--- src/rtl/rrts_pkg.sv ---
// shared types and constants for the round robin thread slot scheduler
`default_nettype none
package rrts_pkg;

   localparam int SLOTS       = 4;
   localparam int SLOT_W      = 2;
   localparam int ADDR_W      = 48;
   localparam int STACK_BYTES = 8192;
   localparam int STACK_SHIFT = $clog2(STACK_BYTES);

   typedef enum logic [1:0] {
      ST_FREE     = 2'd0,
      ST_RUNNING  = 2'd1,
      ST_RUNNABLE = 2'd2
   } slot_state_type;

   typedef enum logic [1:0] {
      ACT_CREATE   = 2'd0,
      ACT_YIELD    = 2'd1,
      ACT_EXIT     = 2'd2,
      ACT_SCHEDULE = 2'd3
   } action_type;

   typedef enum logic [1:0] {
      STAT_OK          = 2'd0,
      STAT_NO_FREE     = 2'd1,
      STAT_NO_RUNNABLE = 2'd2
   } status_type;

   typedef enum logic {
      FSM_IDLE = 1'b0,
      FSM_EXEC = 1'b1
   } fsm_state_type;

   typedef struct packed {
      action_type          action;
      logic [ADDR_W-1:0]   entry_addr;
   } req_type;

   typedef struct packed {
      status_type          status;
      logic [SLOT_W-1:0]   slot;
      logic [SLOT_W-1:0]   prev_slot;
      logic                switched;
      logic [ADDR_W-1:0]   launch_addr;
      logic [ADDR_W-1:0]   stack_top;
   } rsp_type;

   // commands from the controller to the datapath
   typedef struct packed {
      logic load;
      logic run_create;
      logic mark_runnable;
      logic mark_free;
      logic run_schedule;
   } cmd_type;

   // status from the datapath to the controller
   typedef struct packed {
      action_type action;
   } stat_type;

endpackage
`default_nettype wire

--- src/rtl/round_robin_thread_slot_scheduler_unit.sv ---
// top level of the round robin thread slot scheduler
`default_nettype none
// a request (create, yield, exit or schedule) is taken when start is high and
// busy is low; it is captured on acceptance and executed in the next cycle,
// where the slot searches over the four slots run in one pass of the datapath,
// so busy is high only in that exec cycle and no new request is taken while one
// executes. the response is on the ports in the cycle after the exec cycle,
// marked by rsp_valid for exactly one cycle; the receiver cannot stall it and
// must take it then. the next request may be accepted in the same cycle as that
// response.
// stack_base is written through csr_wr_en/csr_wr_data and must only change
// while no request is in flight
module round_robin_thread_slot_scheduler_unit (
   input  wire logic                          clock,
   input  wire logic                          reset,
   // request channel
   input  wire logic                          start,
   output      logic                          busy,
   input  wire rrts_pkg::req_type             req_payload,
   // response channel
   output      logic                          rsp_valid,
   output      rrts_pkg::rsp_type             rsp_payload,
   // stack base register
   input  wire logic                          csr_wr_en,
   input  wire logic [rrts_pkg::ADDR_W-1:0]   csr_wr_data
);

   rrts_pkg::cmd_type  cmd;
   rrts_pkg::stat_type stat;

   // sequencing of capture and execute
   rrts_ctrl u_ctrl (
      .clock (clock),
      .reset (reset),
      .start (start),
      .busy  (busy),
      .stat  (stat),
      .cmd   (cmd)
   );

   // slot table, searches and response register
   rrts_dp u_dp (
      .clock       (clock),
      .reset       (reset),
      .req_payload (req_payload),
      .csr_wr_en   (csr_wr_en),
      .csr_wr_data (csr_wr_data),
      .cmd         (cmd),
      .stat        (stat),
      .rsp_valid   (rsp_valid),
      .rsp_payload (rsp_payload)
   );

   // a response always follows an exec cycle
   a_rsp_after_exec: assert property (@(posedge clock) disable iff (reset)
      rsp_valid |-> $past(busy))
      else $error("response without a preceding exec cycle");

   // a switch is only reported for a successful schedule
   a_switch_ok: assert property (@(posedge clock) disable iff (reset)
      rsp_valid && rsp_payload.switched |-> rsp_payload.status == rrts_pkg::STAT_OK)
      else $error("switch reported on a failed request");

endmodule
`default_nettype wire

--- src/rtl/rrts_ctrl.sv ---
// controller state machine: sequences capture and execution of a request
`default_nettype none
module rrts_ctrl (
   input  wire logic              clock,
   input  wire logic              reset,
   input  wire logic              start,
   output      logic              busy,
   input  wire rrts_pkg::stat_type stat,
   output      rrts_pkg::cmd_type  cmd
);

   rrts_pkg::fsm_state_type state_ff, state_in;

   always_ff @(posedge clock) begin
      if (reset) begin
         state_ff <= rrts_pkg::FSM_IDLE;
      end else begin
         state_ff <= state_in;
      end
   end

   always_comb begin
      state_in = state_ff;
      busy     = 1'b0;
      cmd      = '0;
      case (state_ff)
         rrts_pkg::FSM_IDLE: begin
            if (start) begin
               cmd.load = 1'b1;
               state_in = rrts_pkg::FSM_EXEC;
            end
         end
         rrts_pkg::FSM_EXEC: begin
            busy = 1'b1;
            case (stat.action)
               rrts_pkg::ACT_CREATE: begin
                  cmd.run_create = 1'b1;
               end
               rrts_pkg::ACT_YIELD: begin
                  cmd.mark_runnable = 1'b1;
                  cmd.run_schedule  = 1'b1;
               end
               rrts_pkg::ACT_EXIT: begin
                  cmd.mark_free    = 1'b1;
                  cmd.run_schedule = 1'b1;
               end
               default: begin
                  cmd.run_schedule = 1'b1;
               end
            endcase
            state_in = rrts_pkg::FSM_IDLE;
         end
         default: begin
            state_in = rrts_pkg::FSM_IDLE;
         end
      endcase
   end

   a_exec_one_cycle: assert property (@(posedge clock) disable iff (reset)
      state_ff == rrts_pkg::FSM_EXEC |=> state_ff == rrts_pkg::FSM_IDLE)
      else $error("exec state held longer than one cycle");

   a_start_taken: assert property (@(posedge clock) disable iff (reset)
      start && !busy |=> state_ff == rrts_pkg::FSM_EXEC)
      else $error("accepted request did not enter exec");

endmodule
`default_nettype wire

--- src/rtl/rrts_dp.sv ---
// datapath: slot states, current slot, searches and response register
`default_nettype none
module rrts_dp (
   input  wire logic                              clock,
   input  wire logic                              reset,
   input  wire rrts_pkg::req_type                 req_payload,
   input  wire logic                              csr_wr_en,
   input  wire logic [rrts_pkg::ADDR_W-1:0]       csr_wr_data,
   input  wire rrts_pkg::cmd_type                 cmd,
   output      rrts_pkg::stat_type                stat,
   output      logic                              rsp_valid,
   output      rrts_pkg::rsp_type                 rsp_payload
);

   rrts_pkg::slot_state_type            state_ff [rrts_pkg::SLOTS];
   rrts_pkg::slot_state_type            state_in [rrts_pkg::SLOTS];
   rrts_pkg::slot_state_type            marked   [rrts_pkg::SLOTS];
   logic [rrts_pkg::SLOT_W-1:0]         current_ff, current_in;
   logic [rrts_pkg::ADDR_W-1:0]         stack_base_ff;
   rrts_pkg::action_type                action_ff;
   logic [rrts_pkg::ADDR_W-1:0]         entry_ff;
   rrts_pkg::rsp_type                   rsp_ff, rsp_in;
   logic                                rsp_valid_ff, rsp_valid_in;

   logic                                free_found;
   logic [rrts_pkg::SLOT_W-1:0]         free_idx;
   logic                                run_found;
   logic [rrts_pkg::SLOT_W-1:0]         run_idx;
   logic [rrts_pkg::SLOT_W-1:0]         cand;
   logic [rrts_pkg::SLOT_W:0]           slot_num;
   logic [rrts_pkg::ADDR_W-1:0]         stack_off;
   logic                                commit;

   always_ff @(posedge clock) begin
      if (reset) begin
         for (int i = 0; i < rrts_pkg::SLOTS; i++) begin
            state_ff[i] <= rrts_pkg::ST_FREE;
         end
         state_ff[0]   <= rrts_pkg::ST_RUNNING;
         current_ff    <= '0;
         stack_base_ff <= '0;
         rsp_valid_ff  <= 1'b0;
      end else begin
         if (commit) begin
            for (int i = 0; i < rrts_pkg::SLOTS; i++) begin
               state_ff[i] <= state_in[i];
            end
            current_ff <= current_in;
         end
         if (csr_wr_en) begin
            stack_base_ff <= csr_wr_data;
         end
         rsp_valid_ff <= rsp_valid_in;
      end
   end

   // request capture and response payload
   always_ff @(posedge clock) begin
      if (cmd.load) begin
         action_ff <= req_payload.action;
         entry_ff  <= req_payload.entry_addr;
      end
      if (rsp_valid_in) begin
         rsp_ff <= rsp_in;
      end
   end

   always_comb begin
      commit       = cmd.run_create | cmd.run_schedule;
      rsp_valid_in = commit;

      // current slot marked before the search
      for (int i = 0; i < rrts_pkg::SLOTS; i++) begin
         marked[i] = state_ff[i];
      end
      if (cmd.mark_runnable) begin
         marked[current_ff] = rrts_pkg::ST_RUNNABLE;
      end
      if (cmd.mark_free) begin
         marked[current_ff] = rrts_pkg::ST_FREE;
      end

      // lowest free slot
      free_found = 1'b0;
      free_idx   = '0;
      for (int i = rrts_pkg::SLOTS - 1; i >= 0; i--) begin
         if (state_ff[i] == rrts_pkg::ST_FREE) begin
            free_found = 1'b1;
            free_idx   = rrts_pkg::SLOT_W'(i);
         end
      end

      // round robin from current+1, current slot last
      run_found = 1'b0;
      run_idx   = '0;
      for (int k = rrts_pkg::SLOTS; k >= 1; k--) begin
         cand = rrts_pkg::SLOT_W'((int'(current_ff) + k) % rrts_pkg::SLOTS);
         if (marked[cand] == rrts_pkg::ST_RUNNABLE) begin
            run_found = 1'b1;
            run_idx   = cand;
         end
      end

      slot_num  = {1'b0, free_idx} + (rrts_pkg::SLOT_W + 1)'(1);
      stack_off = rrts_pkg::ADDR_W'(slot_num) << rrts_pkg::STACK_SHIFT;

      for (int i = 0; i < rrts_pkg::SLOTS; i++) begin
         state_in[i] = state_ff[i];
      end
      current_in         = current_ff;
      rsp_in             = '0;
      rsp_in.status      = rrts_pkg::STAT_OK;
      rsp_in.prev_slot   = current_ff;

      if (cmd.run_create) begin
         if (free_found) begin
            state_in[free_idx] = rrts_pkg::ST_RUNNABLE;
            rsp_in.slot        = free_idx;
            rsp_in.launch_addr = entry_ff;
            rsp_in.stack_top   = stack_base_ff + stack_off;
         end else begin
            rsp_in.status = rrts_pkg::STAT_NO_FREE;
         end
      end

      if (cmd.run_schedule) begin
         for (int i = 0; i < rrts_pkg::SLOTS; i++) begin
            state_in[i] = marked[i];
         end
         if (run_found) begin
            state_in[run_idx] = rrts_pkg::ST_RUNNING;
            current_in        = run_idx;
            rsp_in.slot       = run_idx;
            rsp_in.switched   = (run_idx != current_ff);
         end else begin
            rsp_in.status = rrts_pkg::STAT_NO_RUNNABLE;
            rsp_in.slot   = current_ff;
         end
      end
   end

   assign stat.action = action_ff;
   assign rsp_valid   = rsp_valid_ff;
   assign rsp_payload = rsp_ff;

endmodule
`default_nettype wire
--- config.mk ---
export PLATFORM = sky130hd
export DESIGN_NAME = round_robin_thread_slot_scheduler_unit
export DESIGN_NICKNAME = d
export VERILOG_FILES = /design/src/rtl/rrts_pkg.sv /design/src/rtl/round_robin_thread_slot_scheduler_unit.sv /design/src/rtl/rrts_ctrl.sv /design/src/rtl/rrts_dp.sv
export SDC_FILE = /design/constraint.sdc
export NUM_CORES = 1
export LEC_CHECK = 0
export BUFFER_PORTS_ARGS = -buffer_cell sky130_fd_sc_hd__buf_4
export CORE_ASPECT_RATIO = 1.75
export CORE_UTILIZATION = 54
export DETAILED_ROUTE_END_ITERATION = 7
export PLACE_DENSITY = 0.79
export SYNTH_ARGS = -nofsm -noshare
export SYNTH_HDL_FRONTEND = slang
export SYNTH_SLANG_ARGS = --single-unit
--- constraint.sdc ---
create_clock -name clock -period 5 [get_ports clock]
set_input_delay 1.25 -clock clock [delete_from_list [all_inputs] [get_ports clock]]
set_output_delay 1.25 -clock clock [all_outputs]
set_load 0.01 [all_outputs]
==> qor_table.md <==
| Item | This run | Unit |
|---|---|---|
| Run status | finished clean | - |
| Worst Setup End Kind | flip-flop | - |
| Routability congestion estimate | 0.873 | - |
| Slowest stage cell on the critical path | sky130_fd_sc_hd__edfxtp_1 | - |
| Critical Path AT | 3.71 | ns |
| Commonest register cell after synthesis | sky130_fd_sc_hd__edfxtp_1 | - |
| Post-cts resize count | 0 | - |
| Syn Nets | 817 | - |
| Static leakage | 4.61 | nW |
| Proportion of netlist area held by the largest area contributor | 53.9 | % |
| Clock-pin slew on the worst setup and hold paths | 0.07 | ns |
| Post-detailed-route via-to-cell ratio | 5.41 | - |
| GRT met1 Usage | 25.2 | % |
| Initial antenna violation count | 1 | - |
| Total wire length after detailed routing | 20000 | µm |
| Final sum of negative setup slack | 0 | ns |
| Share of synthesized area occupied by flip-flops and latches | 65.6 | % |
| FMAX | 0.288 | GHz |
| Post-placement worst setup slack | 1.56 | ns |
| Mean Syn Cell Area | 12.7 | µm² |
| Type of the worst setup path | flip-flop to flip-flop | - |
| M2 GR Usage | 44.7 | % |
| Hold Path Class | flip-flop to flip-flop | - |
| Critical path's most frequent cell | sky130_fd_sc_hd__nor2_1 | - |
| Total of flip-flops plus latches after synthesis | 213 | - |
| Number of hold buffers added after CTS | 0 | - |
| Clock buffers created by TritonCTS | 19 | - |
| Hold Violations, Final | 0 | - |
| Worst slew slack as a fraction of its limit | 20.9 | % |
| Netlist Area Pre-Place | 8960 | µm² |
| Ys async rst share | 0 | % |
| Via count of the first global-routing pass | 5820 | - |
| Height of the chip | 172 | µm |
| Quantity of I/O buffers inserted on ports | 206 | - |
| Worst Hold Slack | 0.481 | ns |
| Worst-path maximum fanout | 6 | - |
| Sum of buffers and inverters on the critical path | 1 | - |
| Number of flops mapped to enable cells by yosys | 161 | - |
| Synth area leaders | sky130_fd_sc_hd__edfxtp_1 54%, sky130_fd_sc_hd__dfxtp_1 12%, sky130_fd_sc_hd__mux2i_1 5.5%, sky130_fd_sc_hd__and2_1 4.7%, sky130_fd_sc_hd__nor2_1 4.2% | - |
| First-pass GRT wire length | 30300 | µm |
| Number of sinks on the clock net | 213 | - |
| Placement Rows | 62 | - |
| Latest clock arrival within the worst-skew pair | 0.49 | ns |
| Cell family with most CP delay | simple AND/OR/NAND/NOR gates | - |
| Worst slew pin tran | 1.18 | ns |
| Final ANT Viol Nets | 0 | - |
| Final Util | 69.0 | % |
| Initial drt markers | 301 | - |
| Unrepaired setup endpoints after global routing | false | - |
| Synthesis-to-finish area growth | 25.4 | % |
| DP Wirelength | 14100 | µm |
| Area of the die | 17100 | µm² |
| Areal power density over the cells | 330 | nW/µm² |
| GRT Resource Usage Total | 23.1 | % |
| Routed wire per std cell | 18.0 | µm |
| Maximum count of clock buffers along a single path | 3 | - |
| Nature of the critical path startpoint | flip-flop | - |
| Tmin final | 3.47 | ns |
| Number of ports placed on the die boundary | 207 | - |
| Total of warnings raised by yosys | 0 | - |
| Maximum level of the CTS H-tree | 1 | - |
| Floorplan core area | 16300 | µm² |
| Largest vdd supply drop | 204 | µV |
| Part of the cycle the worst path needs | 69.5 | % |
| Final cell count without fillers | 1110 | - |
| Post-route DRC | 0 | - |
| Number of vias after detailed routing | 6005 | - |
| Worst Skew | 0.0179 | ns |
| Cell accounting for the most synthesized area | sky130_fd_sc_hd__edfxtp_1 | - |
| Layout cells sized above 1 | 27.4 | % |
| Slowest cell delay on critical path | 0.45 | ns |
| Final-stage net count | 1017 | - |
| Synth cell types | 61 | - |
| Initial core utilization | 55.0 | % |
| Cell count after synthesis | 703 | - |
| Total placed cells including tap cells | 1074 | - |
| Congestion Overflow GR | 0 | - |
| Met3 Track Usage GR | 3.56 | % |
| Final Max Slew Viols | 0 | - |
| Buffer cell driving the clock tree root | sky130_fd_sc_hd__clkbuf_16 | - |
| Worst setup margin | 1.53 | ns |
| First-pass detailed-route iteration total | 5 | - |
| Max_cap viols | 0 | - |
| Maximum number of pins on one net before global-route repair | 86 | - |
| Number of setup violations in the final report | 0 | - |
| Number of setup buffers added after CTS | 0 | - |
| Clock tree from TritonCTS | done | - |
| Data required, critical path | 5.23 | ns |
| CP Cell Sequence | nor2_1 > nor3_1 > o22ai_1 > inv_1 > ha_1 > ha_1 > a21o_1 > nor2b_1 > nand3_1 > nor2_1 > nand4_1 > xor2_1 > nor2_1 | - |
| Width of the chip | 99.4 | µm |
| GRT busiest layer | met2 | - |
==> routing by layer <==
layer  wire [µm]  vias up  share of wire [%]
li1            -     2900                  -
met1        7200     2877                 36
met2       11000      198                 55
met3        1190       30                6.0
met4         522        0                2.6
met5           0        -                  0
==> logic make-up after synthesis <==
kind of cell	synth area share, %
fa+ha+maj	1.76
compound gates	6.03
flops	65.6
mux	5.72
simple gates	16.3
xor+xnor	2.83
buf+inv	1.83
==> registers in the layout, summed over array words and instances (netlist names) <==
signal	cells
u_dp.rsp_valid	1
u_ctrl.state_ff	1
u_dp.stat	2
u_dp.rsp_payload	103
u_dp.entry_ff	48
u_dp.stack_base_ff	48
u_dp.current_ff	2
u_dp.state_ff	8
==> worst paths after layout <==
kind                                 startpoint                                  to  slack, ns  depth (start not counted)
max           u_dp.state_ff[2][1]$_SDFFCE_PN0P_  u_dp.rsp_payload[43]$_SDFFCE_PN0N_       1.53                         13
min          u_dp.stack_base_ff[9]$_SDFFE_PP0P_  u_dp.stack_base_ff[9]$_SDFFE_PP0P_       0.48                          2
max reg2reg   u_dp.state_ff[2][1]$_SDFFCE_PN0P_  u_dp.rsp_payload[43]$_SDFFCE_PN0N_       1.53                         13
min reg2reg  u_dp.stack_base_ff[9]$_SDFFE_PP0P_  u_dp.stack_base_ff[9]$_SDFFE_PP0P_       0.48                          2
==> final cells by class <==
class                           count  area (µm²)
Inverter                           12        45.0
Timing Repair Buffer              209        1570
Tap cell                          192         240
Sequential cell                   213        5880
Fill cell                        1190        5050
Clock inverter                     10        58.8
Multi-Input combinational cell    448        2940
Clock buffer                       24         504
Antenna cell                        2        5.00
==> layout by cell type (no fill, tap or decap), drive strengths merged, types with 11 or more instances in the layout <==
| cell | Yosys | routed |
|---|---|---|
| a21oi | 16 | 16 |
| and2 | 67 | 67 |
| buf | 4 | 209 |
| clkbuf | 26 | 24 |
| dfxtp | 52 | 52 |
| edfxtp | 161 | 161 |
| ha | 11 | 11 |
| inv | 12 | 13 |
| mux2i | 49 | 49 |
| nand2 | 42 | 42 |
| nand3 | 24 | 24 |
| nor2 | 100 | 100 |
| o21ai | 20 | 20 |
| xor2 | 21 | 21 |
==> cell usage after synthesis (2+ instances only) <==
cell type                   instances
sky130_fd_sc_hd__edfxtp_1         161
sky130_fd_sc_hd__nor2_1           100
sky130_fd_sc_hd__and2_1            67
sky130_fd_sc_hd__dfxtp_1           52
sky130_fd_sc_hd__mux2i_1           49
sky130_fd_sc_hd__nand2_1           42
sky130_fd_sc_hd__clkbuf_1          26
sky130_fd_sc_hd__nand3_1           24
sky130_fd_sc_hd__xor2_1            21
sky130_fd_sc_hd__o21ai_0           17
sky130_fd_sc_hd__a21oi_1           16
sky130_fd_sc_hd__ha_1              11
sky130_fd_sc_hd__inv_1             11
sky130_fd_sc_hd__nand4_1            9
sky130_fd_sc_hd__nor2b_1            8
sky130_fd_sc_hd__xnor2_1            8
sky130_fd_sc_hd__nand2b_1           7
sky130_fd_sc_hd__a21o_1             5
sky130_fd_sc_hd__and3_1             5
sky130_fd_sc_hd__or3_1              5
sky130_fd_sc_hd__a31oi_1            3
sky130_fd_sc_hd__and4_1             3
sky130_fd_sc_hd__nor3_1             3
sky130_fd_sc_hd__o211ai_1           3
sky130_fd_sc_hd__o21ai_1            3
sky130_fd_sc_hd__a221oi_1           2
sky130_fd_sc_hd__a22oi_1            2
sky130_fd_sc_hd__a2bb2oi_4          2
sky130_fd_sc_hd__buf_2              2
sky130_fd_sc_hd__nor4b_4            2
sky130_fd_sc_hd__o21a_1             2
sky130_fd_sc_hd__o22ai_1            2
sky130_fd_sc_hd__o311a_1            2
==> worst register-to-register path, cell delays in order, from the launching register on <==
cell                       delay, ns
sky130_fd_sc_hd__edfxtp_1       0.45
sky130_fd_sc_hd__nor2_1         0.24
sky130_fd_sc_hd__nor3_1         0.09
sky130_fd_sc_hd__o22ai_1        0.36
sky130_fd_sc_hd__inv_1          0.14
sky130_fd_sc_hd__ha_1           0.24
sky130_fd_sc_hd__ha_1           0.33
sky130_fd_sc_hd__a21o_1         0.13
sky130_fd_sc_hd__nor2b_1        0.35
sky130_fd_sc_hd__nand3_1        0.24
sky130_fd_sc_hd__nor2_1         0.29
sky130_fd_sc_hd__nand4_1        0.15
sky130_fd_sc_hd__xor2_1         0.16
sky130_fd_sc_hd__nor2_1         0.05
==> power by group <==
group          switching [mW]  internal [mW]
Clock                   0.613          0.721
Combinational           0.181          0.161
Sequential             0.0538           1.98
==> through the flow <==
stage               cell area [µm²]  power, mW
finish                        11200       3.71
global route                  11200       3.84
CTS                           11200       3.74
detailed placement            10700       2.42
global placement              10700       2.41
floorplan                      8960       2.26
Note: power is estimated with default switching activity, not from simulation.
